### config.mk
export PLATFORM = sky130hd
export DESIGN_NAME = heron_square_root_fixed
export DESIGN_NICKNAME = d
export VERILOG_FILES = /design/src/hdl/hsqrt_pkg.sv /design/src/hdl/heron_square_root_fixed.sv
export SDC_FILE = /design/constraint.sdc
export NUM_CORES = 2
export LEC_CHECK = 0
export BUFFER_PORTS_ARGS = -buffer_cell sky130_fd_sc_hd__clkbuf_2
export CORE_MARGIN = 2
export CORE_UTILIZATION = 35
export CTS_CLUSTER_SIZE = 12
export DETAILED_ROUTE_END_ITERATION = 10
export SLEW_MARGIN = 40
export SYNTH_ARGS = -nofsm -noshare
export SYNTH_HDL_FRONTEND = slang
export SYNTH_SLANG_ARGS = --single-unit
### constraint.sdc
create_clock -name i_clk -period 18.1 [get_ports i_clk]
set_clock_uncertainty 0.1 [all_clocks]
set_input_delay 3.62 -clock i_clk [delete_from_list [all_inputs] [get_ports i_clk]]
set_output_delay 3.62 -clock i_clk [all_outputs]
set_load 0.02 [all_outputs]
### src/hdl/hsqrt_pkg.sv
// ----------------------------------------------------------------------------
// hsqrt_pkg
// Shared widths, microcode formats and the control program of the
// fixed-point Heron square root sequencer.
// ----------------------------------------------------------------------------
package hsqrt_pkg;

    // Field widths and fixed-point format
    localparam int DATA_W             = 32;
    localparam int ROOT_W             = 24;
    localparam int FRACTION_BITS      = 16;
    localparam int DEF_MAX_ITERATIONS = 8;
    localparam logic [DATA_W-1:0] TOL_RESET = 32'd66;

    // Integer start search: largest m with m*m*2^F below the radicand
    localparam int SEARCH_BITS = (DATA_W - FRACTION_BITS + 1) / 2;
    localparam int SRCH_W      = 2 * SEARCH_BITS + FRACTION_BITS;

    // Quotient of (a << F) / x, one bit per step
    localparam int DIV_W = DATA_W + FRACTION_BITS;
    localparam int CNT_W = $clog2(DIV_W + 1);

    // Microcode word
    localparam int PC_W = 4;
    typedef logic [3:0]      t_op;
    typedef logic [2:0]      t_cond;
    typedef logic [PC_W-1:0] t_pc;

    typedef struct packed {
        t_op   op;
        t_cond cond;
        t_pc   target;
    } t_uword;

    // Datapath operations
    localparam t_op OP_NOP      = 4'd0;
    localparam t_op OP_LOAD     = 4'd1;
    localparam t_op OP_SRCH     = 4'd2;
    localparam t_op OP_GUESS    = 4'd3;
    localparam t_op OP_SQUARE   = 4'd4;
    localparam t_op OP_DIV_INIT = 4'd5;
    localparam t_op OP_DIV_STEP = 4'd6;
    localparam t_op OP_UPDATE   = 4'd7;
    localparam t_op OP_OUT_PASS = 4'd8;
    localparam t_op OP_OUT_FAIL = 4'd9;

    // Jump conditions
    localparam t_cond C_NEXT     = 3'd0;
    localparam t_cond C_ALWAYS   = 3'd1;
    localparam t_cond C_IDLE     = 3'd2;
    localparam t_cond C_AZERO    = 3'd3;
    localparam t_cond C_CNT_MORE = 3'd4;
    localparam t_cond C_WITHIN   = 3'd5;
    localparam t_cond C_ITER_END = 3'd6;

    // Program addresses
    localparam t_pc PC_IDLE     = 4'd0;
    localparam t_pc PC_CHECK    = 4'd1;
    localparam t_pc PC_SRCH     = 4'd2;
    localparam t_pc PC_GUESS    = 4'd3;
    localparam t_pc PC_SQUARE   = 4'd4;
    localparam t_pc PC_TEST     = 4'd5;
    localparam t_pc PC_LIMIT    = 4'd6;
    localparam t_pc PC_DIV_INIT = 4'd7;
    localparam t_pc PC_DIV      = 4'd8;
    localparam t_pc PC_UPDATE   = 4'd9;
    localparam t_pc PC_PASS     = 4'd10;
    localparam t_pc PC_FAIL     = 4'd11;

    // Control program ROM
    function automatic t_uword ucode(input t_pc pc);
        t_uword w;
        unique case (pc)
            PC_IDLE:     w = '{OP_LOAD,     C_IDLE,     PC_IDLE};
            PC_CHECK:    w = '{OP_NOP,      C_AZERO,    PC_PASS};
            PC_SRCH:     w = '{OP_SRCH,     C_CNT_MORE, PC_SRCH};
            PC_GUESS:    w = '{OP_GUESS,    C_NEXT,     PC_IDLE};
            PC_SQUARE:   w = '{OP_SQUARE,   C_NEXT,     PC_IDLE};
            PC_TEST:     w = '{OP_NOP,      C_WITHIN,   PC_PASS};
            PC_LIMIT:    w = '{OP_NOP,      C_ITER_END, PC_FAIL};
            PC_DIV_INIT: w = '{OP_DIV_INIT, C_NEXT,     PC_IDLE};
            PC_DIV:      w = '{OP_DIV_STEP, C_CNT_MORE, PC_DIV};
            PC_UPDATE:   w = '{OP_UPDATE,   C_ALWAYS,   PC_SQUARE};
            PC_PASS:     w = '{OP_OUT_PASS, C_ALWAYS,   PC_IDLE};
            PC_FAIL:     w = '{OP_OUT_FAIL, C_ALWAYS,   PC_IDLE};
            default:     w = '{OP_NOP,      C_ALWAYS,   PC_IDLE};
        endcase
        return w;
    endfunction

endpackage

### src/hdl/heron_square_root_fixed.sv
// ----------------------------------------------------------------------------
// heron_square_root_fixed
// Q16.16 square root by Heron iteration, run by a small microcoded sequencer.
// ----------------------------------------------------------------------------
// A run ends when the tolerance is met, when the limit of MAX_ITERATIONS Heron
// updates is reached, or straight after the check for a zero radicand. An update
// is a 48-step division plus 5 control steps.
// Throughput: one item at a time; start is taken again in the cycle o_done pulses.
// Synchronous active-low reset idles the sequencer and sets tolerance to 66;
// results cannot be stalled by the receiver.
module heron_square_root_fixed
    import hsqrt_pkg::*;
#(
    parameter int MAX_ITERATIONS = DEF_MAX_ITERATIONS
) (
    input  logic              i_clk,
    input  logic              i_rst_n,
    input  logic              start,
    output logic              busy,
    input  logic [DATA_W-1:0] i_radicand,
    input  logic              i_cfg_valid,
    output logic              o_cfg_ready,
    input  logic [DATA_W-1:0] i_cfg_data,
    output logic              o_done,
    output logic [ROOT_W-1:0] o_root,
    output logic              o_converged
);

    localparam int ITER_W = $clog2(MAX_ITERATIONS + 1);
    localparam logic [ITER_W-1:0] ITER_LAST = ITER_W'(MAX_ITERATIONS);

    // Sequencer and datapath registers
    t_pc                      r_pc;
    t_pc                      n_pc;
    logic                     r_done;
    logic                     n_done;
    logic [DATA_W-1:0]        r_tol;
    logic [DATA_W-1:0]        r_a;
    logic [DATA_W-1:0]        r_x;
    logic [2*DATA_W-1:0]      r_sq;
    logic [DATA_W-1:0]        r_rem;
    logic [DIV_W-1:0]         r_quo;
    logic [CNT_W-1:0]         r_cnt;
    logic [SEARCH_BITS-1:0]   r_m;
    logic [SEARCH_BITS-1:0]   r_bit;
    logic [ITER_W-1:0]        r_iter;
    logic [ROOT_W-1:0]        r_root;
    logic                     r_conv;

    t_uword                   uw;
    logic                     take;

    // Start search
    logic [SEARCH_BITS-1:0]   trial;
    logic [2*SEARCH_BITS-1:0] trial_sq;
    logic [SRCH_W-1:0]        srch_lhs;
    logic                     srch_below;
    logic [SEARCH_BITS-1:0]   guess_m;
    logic [DATA_W-1:0]        guess_x;

    // Tolerance test
    logic [2*DATA_W-1:0]      sq_full;
    logic [2*DATA_W-1:0]      tst_lhs;
    logic [2*DATA_W-1:0]      tst_diff;
    logic [2*DATA_W-1:0]      tol_sh;
    logic                     tol_met;

    // Division step and update
    logic [DATA_W:0]          div_sh;
    logic [DATA_W:0]          div_dif;
    logic                     div_ge;
    logic [DIV_W:0]           upd_sum;
    logic [DIV_W-1:0]         upd_half;
    logic                     upd_sat;
    logic                     root_sat;
    logic [ROOT_W-1:0]        root_val;

    assign uw = ucode(r_pc);

    // Start search: greedy bit test of m*m*2^F < a
    assign trial      = r_m | r_bit;
    assign trial_sq   = {{SEARCH_BITS{1'b0}}, trial} * {{SEARCH_BITS{1'b0}}, trial};
    assign srch_lhs   = {trial_sq, {FRACTION_BITS{1'b0}}};
    assign srch_below = srch_lhs < SRCH_W'(r_a);
    assign guess_m    = (r_m == '0) ? SEARCH_BITS'(1) : r_m;
    assign guess_x    = DATA_W'({guess_m, {FRACTION_BITS{1'b0}}});

    // Tolerance test: |(a << F) - x*x| <= (tol << F)
    assign sq_full  = r_x * r_x;
    assign tst_lhs  = (2*DATA_W)'({r_a, {FRACTION_BITS{1'b0}}});
    assign tol_sh   = (2*DATA_W)'({r_tol, {FRACTION_BITS{1'b0}}});
    assign tst_diff = (r_sq >= tst_lhs) ? (r_sq - tst_lhs) : (tst_lhs - r_sq);
    assign tol_met  = tst_diff <= tol_sh;

    // Restoring division, one quotient bit per step
    assign div_sh  = {r_rem, r_quo[DIV_W-1]};
    assign div_dif = div_sh - {1'b0, r_x};
    assign div_ge  = div_sh >= {1'b0, r_x};

    // Average of x and quotient, saturated to the working register
    assign upd_sum  = (DIV_W+1)'(r_x) + {1'b0, r_quo};
    assign upd_half = upd_sum[DIV_W:1];
    assign upd_sat  = |upd_half[DIV_W-1:DATA_W];

    // Root clipped to the output format
    assign root_sat = |r_x[DATA_W-1:ROOT_W];
    assign root_val = root_sat ? {ROOT_W{1'b1}} : r_x[ROOT_W-1:0];

    // Jump condition select
    always_comb begin
        unique case (uw.cond)
            C_NEXT:     take = 1'b0;
            C_ALWAYS:   take = 1'b1;
            C_IDLE:     take = !start;
            C_AZERO:    take = (r_a == '0);
            C_CNT_MORE: take = (r_cnt != CNT_W'(1));
            C_WITHIN:   take = tol_met;
            C_ITER_END: take = (r_iter == ITER_LAST);
            default:    take = 1'b0;
        endcase
        n_pc   = take ? uw.target : t_pc'(r_pc + 1'b1);
        n_done = (uw.op == OP_OUT_PASS) || (uw.op == OP_OUT_FAIL);
    end

    // Control state
    always_ff @(posedge i_clk) begin
        if (!i_rst_n) begin
            r_pc   <= PC_IDLE;
            r_done <= 1'b0;
            r_tol  <= TOL_RESET;
        end else begin
            r_pc   <= n_pc;
            r_done <= n_done;
            if (i_cfg_valid && o_cfg_ready) begin
                r_tol <= i_cfg_data;
            end
        end
    end

    // Datapath, driven by the current control word
    always_ff @(posedge i_clk) begin
        unique case (uw.op)
            OP_LOAD: begin
                if (start) begin
                    r_a    <= i_radicand;
                    r_x    <= '0;
                    r_m    <= '0;
                    r_bit  <= {1'b1, {(SEARCH_BITS-1){1'b0}}};
                    r_cnt  <= CNT_W'(SEARCH_BITS);
                    r_iter <= '0;
                end
            end
            OP_SRCH: begin
                if (srch_below) begin
                    r_m <= trial;
                end
                r_bit <= r_bit >> 1;
                r_cnt <= r_cnt - 1'b1;
            end
            OP_GUESS: begin
                r_x <= guess_x;
            end
            OP_SQUARE: begin
                r_sq <= sq_full;
            end
            OP_DIV_INIT: begin
                r_rem <= '0;
                r_quo <= {r_a, {FRACTION_BITS{1'b0}}};
                r_cnt <= CNT_W'(DIV_W);
                if (r_x == '0) begin
                    r_x <= DATA_W'(1);
                end
            end
            OP_DIV_STEP: begin
                r_rem <= div_ge ? div_dif[DATA_W-1:0] : div_sh[DATA_W-1:0];
                r_quo <= {r_quo[DIV_W-2:0], div_ge};
                r_cnt <= r_cnt - 1'b1;
            end
            OP_UPDATE: begin
                r_x    <= upd_sat ? {DATA_W{1'b1}} : upd_half[DATA_W-1:0];
                r_iter <= r_iter + 1'b1;
            end
            OP_OUT_PASS: begin
                r_root <= root_val;
                r_conv <= 1'b1;
            end
            OP_OUT_FAIL: begin
                r_root <= root_val;
                r_conv <= 1'b0;
            end
            default: begin
            end
        endcase
    end

    assign busy        = (r_pc != PC_IDLE);
    assign o_cfg_ready = (r_pc == PC_IDLE);
    assign o_done      = r_done;
    assign o_root      = r_root;
    assign o_converged = r_conv;

    // Checks
    a_done_after_out: assert property (@(posedge i_clk) disable iff (!i_rst_n)
        o_done |-> ($past(r_pc) == PC_PASS || $past(r_pc) == PC_FAIL))
        else $error("result strobe without an output step");

    a_done_idle: assert property (@(posedge i_clk) disable iff (!i_rst_n)
        o_done |-> !busy)
        else $error("result strobe while sequencer busy");

    a_fail_at_limit: assert property (@(posedge i_clk) disable iff (!i_rst_n)
        (o_done && !o_converged) |-> (r_iter == ITER_LAST))
        else $error("not converged before iteration limit");

    a_div_nonzero: assert property (@(posedge i_clk) disable iff (!i_rst_n)
        (r_pc == PC_DIV) |-> (r_x != '0))
        else $error("division by zero root");

    a_pc_range: assert property (@(posedge i_clk) disable iff (!i_rst_n)
        r_pc <= PC_FAIL)
        else $error("program counter out of range");

endmodule

==> impl_metrics.toml <==
[synth]
synth.distinct_cells = 86
synth_cells = 5353
async_flop_share_pct = 0
syn_avg_cell_area_um2 = 9.30
ys_top_cells_by_area = "fa_1 (34%), edfxtp_1 (16%), ha_1 (12%)"
yosys.area.top_type_share_pct = 33.7
synth_ff_type = "edfxtp_1"
synth.net_count = 6742
synth_warnings = 0
ys_seq_area_share_pct = 17.5
synth_edf_count = 258
synth.cell_area_um2 = 49800
synth_seq_cells = 306
synth_top_cell_by_area = "fa_1"

[floorplanning]
rows = 138
dieHeight_um = 381
core_um2 = 141000
dieArea_um2 = 145000
io_pins = 96
die_w_um = 381
start_util_pct = 35.2

[sta]
hold_viol = 0
maxSlewViolCount = 0
rsz0062_at_grt = "no"
relSlewSlack_pct = 43.7
fmax_ghz = 0.102
post-route-period-util_pct = 54.2
fin_tns_setup_ns = 0
setup_viol = 0
fin_crit_ns = 9.81
worstMarginPinSlew_ns = 0.844

[drt]
wl_um = 154000
route.detailed.drc = 0
drt_iter0_drc = 3070
ant_nets = 0
vias = 37800
dr.pass1.iters = 5
vias_per_cell = 5.19
avgRoutedWirePerCell_um = 21.1

[worst_setup_path]
required_ns = 18.34
path_class = "flip-flop to flip-flop"
cp-start-kind = "flip-flop"
critPathCaptureType = "flip-flop"
critical_path_arrival_ns = 10.05
critPathMaxFanout = 15

[worst_hold_path]
hp-class = "flip-flop to flip-flop"

[status]
status = "complete, no violations"

[job]
cap_violations = 0

[finish]
fillCellCount = 14100
nets = 6764
syn2layout_area_growth_pct = 7.99
mostFrequentLayoutCells = "inv_1 (1121), fa_1 (838), nand2_1 (520)"
layout-drive-gt1-share_pct = 5.09
fin_util_pct = 38.0
layout_commonest_cell = "inv_1"

[global_routing]
grt.met2_usage_pct = 34.7
grt_usage_pct = 21.1
grt_antenna_before_repair = 3
use_met3_pct = 3.62
grt_busiest_layer = "met2"
grt_pass1_vias = 39100
grt_max_degree = 77
grt.overflow.total = 0
use_met1_pct = 28.0
grt_pass1_wl_um = 234000

[clock_network]
cts_tree = "built"
cts_hold_buf = 0
clock_latency_ns = 0.60
clkTransAtPathRegs_ns = 0.06
clock_sinks = 306
post_cts_buffers = 0
htreeDepth = 2
ctsRootBufferMaster = "clkbuf_16"
clockBufferDepth = 3
postCtsResizedCells = 0
numCtsBuffers = 38

[place]
dp_hpwl_um = 120000
finalWeightedCongestion = 0.931
port_buffers = 95
==> registers in the layout, summed over array words and instances (netlist names) <==
register,cells
r_iter,4
r_quo,48
r_rem,32
r_m,8
r_a,32
o_root,24
uw,11
o_converged,1
r_pc,4
r_tol,32
r_sq,63
r_cnt,6
r_x,32
r_bit,8
o_done,1
==> final timing paths <==
check	startpoint	end	slack (ns)	cells past startpoint
worst min-delay path	r_tol[20]	r_tol[20]	0.36	2
worst min register to register	r_tol[20]	r_tol[20]	0.36	2
worst max-delay path	r_x[8]	r_sq[61]	8.29	27
worst max register to register	r_x[8]	r_sq[61]	8.29	27
==> critical path, cell delays in order, from the launching register on <==
cell and delay [ns]:
edfxtp_1 0.64, buf_4 0.35, inv_1 0.65, nor2_1 0.17, fa_1 0.51, fa_1 0.46
fa_1 0.55, inv_1 0.05, fa_1 0.38, fa_1 0.55, inv_1 0.06, fa_1 0.52
inv_1 0.04, fa_1 0.45, fa_1 0.49, inv_1 0.04, ha_1 0.34, nand2_1 0.12
o41ai_1 0.39, nor2_1 0.16, o41a_1 0.53, o21ai_1 0.52, a31o_2 0.30, a211oi_1 0.08
nor3_1 0.45, a311oi_1 0.25, o21a_1 0.25, xnor2_1 0.13
==> synth_stat cells (all sizes together) (38+ instances only) <==
cell,count
xor2,66
fa,838
nor3,49
dfxtp,48
nor2,439
a31oi,49
xnor2,122
inv,1127
nand3,79
o21ai,173
and2,58
buf,54
a21oi,268
ha,483
a21o,109
nand2,522
edfxtp,258
clkbuf,133
nand4,38
==> stage by stage <==
| stage | area, um^2 | cells | hold WS (ns) | setup slack [ns] |
|---|---|---|---|---|
| CTS | 53700 | 7289 | 0.359 | 8.34 |
| finish | 53800 | 7292 | 0.361 | 8.29 |
| detailed placement | 52500 | 7224 | 0.347 | 8.35 |
| global route | 53800 | 7291 | 0.377 | 8.00 |
| floorplan | 49800 | 5353 | 0.336 | 9.61 |
| global placement | 52500 | 7224 | 0.344 | 8.44 |
==> routing by layer <==
metal  share of wire [%]  vias to the layer above
met3                 7.6                      260
met4                 3.9                        4
met2                  46                     1421
met5               0.015                        -
li1                    -                    17100
met1                  42                    19000
==> cell type report <==
cell class              instances  area (um^2)  area share [%]
flip-flops and latches        306         8710            16.2
inverters                    1137         4270            7.94
clock inverters                20          251           0.468
diodes                          2         5.00         0.00931
well taps                    1890         2360            4.40
repair buffers                169         1050            1.95
multi-input cells            3723        36100            67.2
clock buffers                  45          977            1.82
==> logic make-up after synthesis <==
logic type,count (synthesis),share of synthesized area [%]
simple gates,1349,12.0
buf+inv,1324,10.1
fa+ha+maj,1321,45.8
compound gates,823,10.4
flops,306,17.5
xor+xnor,188,3.31
mux,40,0.829
other cells,2,0.0151
Power is not shown: default switching activity piles up to over one toggle a cycle in this logic, so the estimate is an artifact.
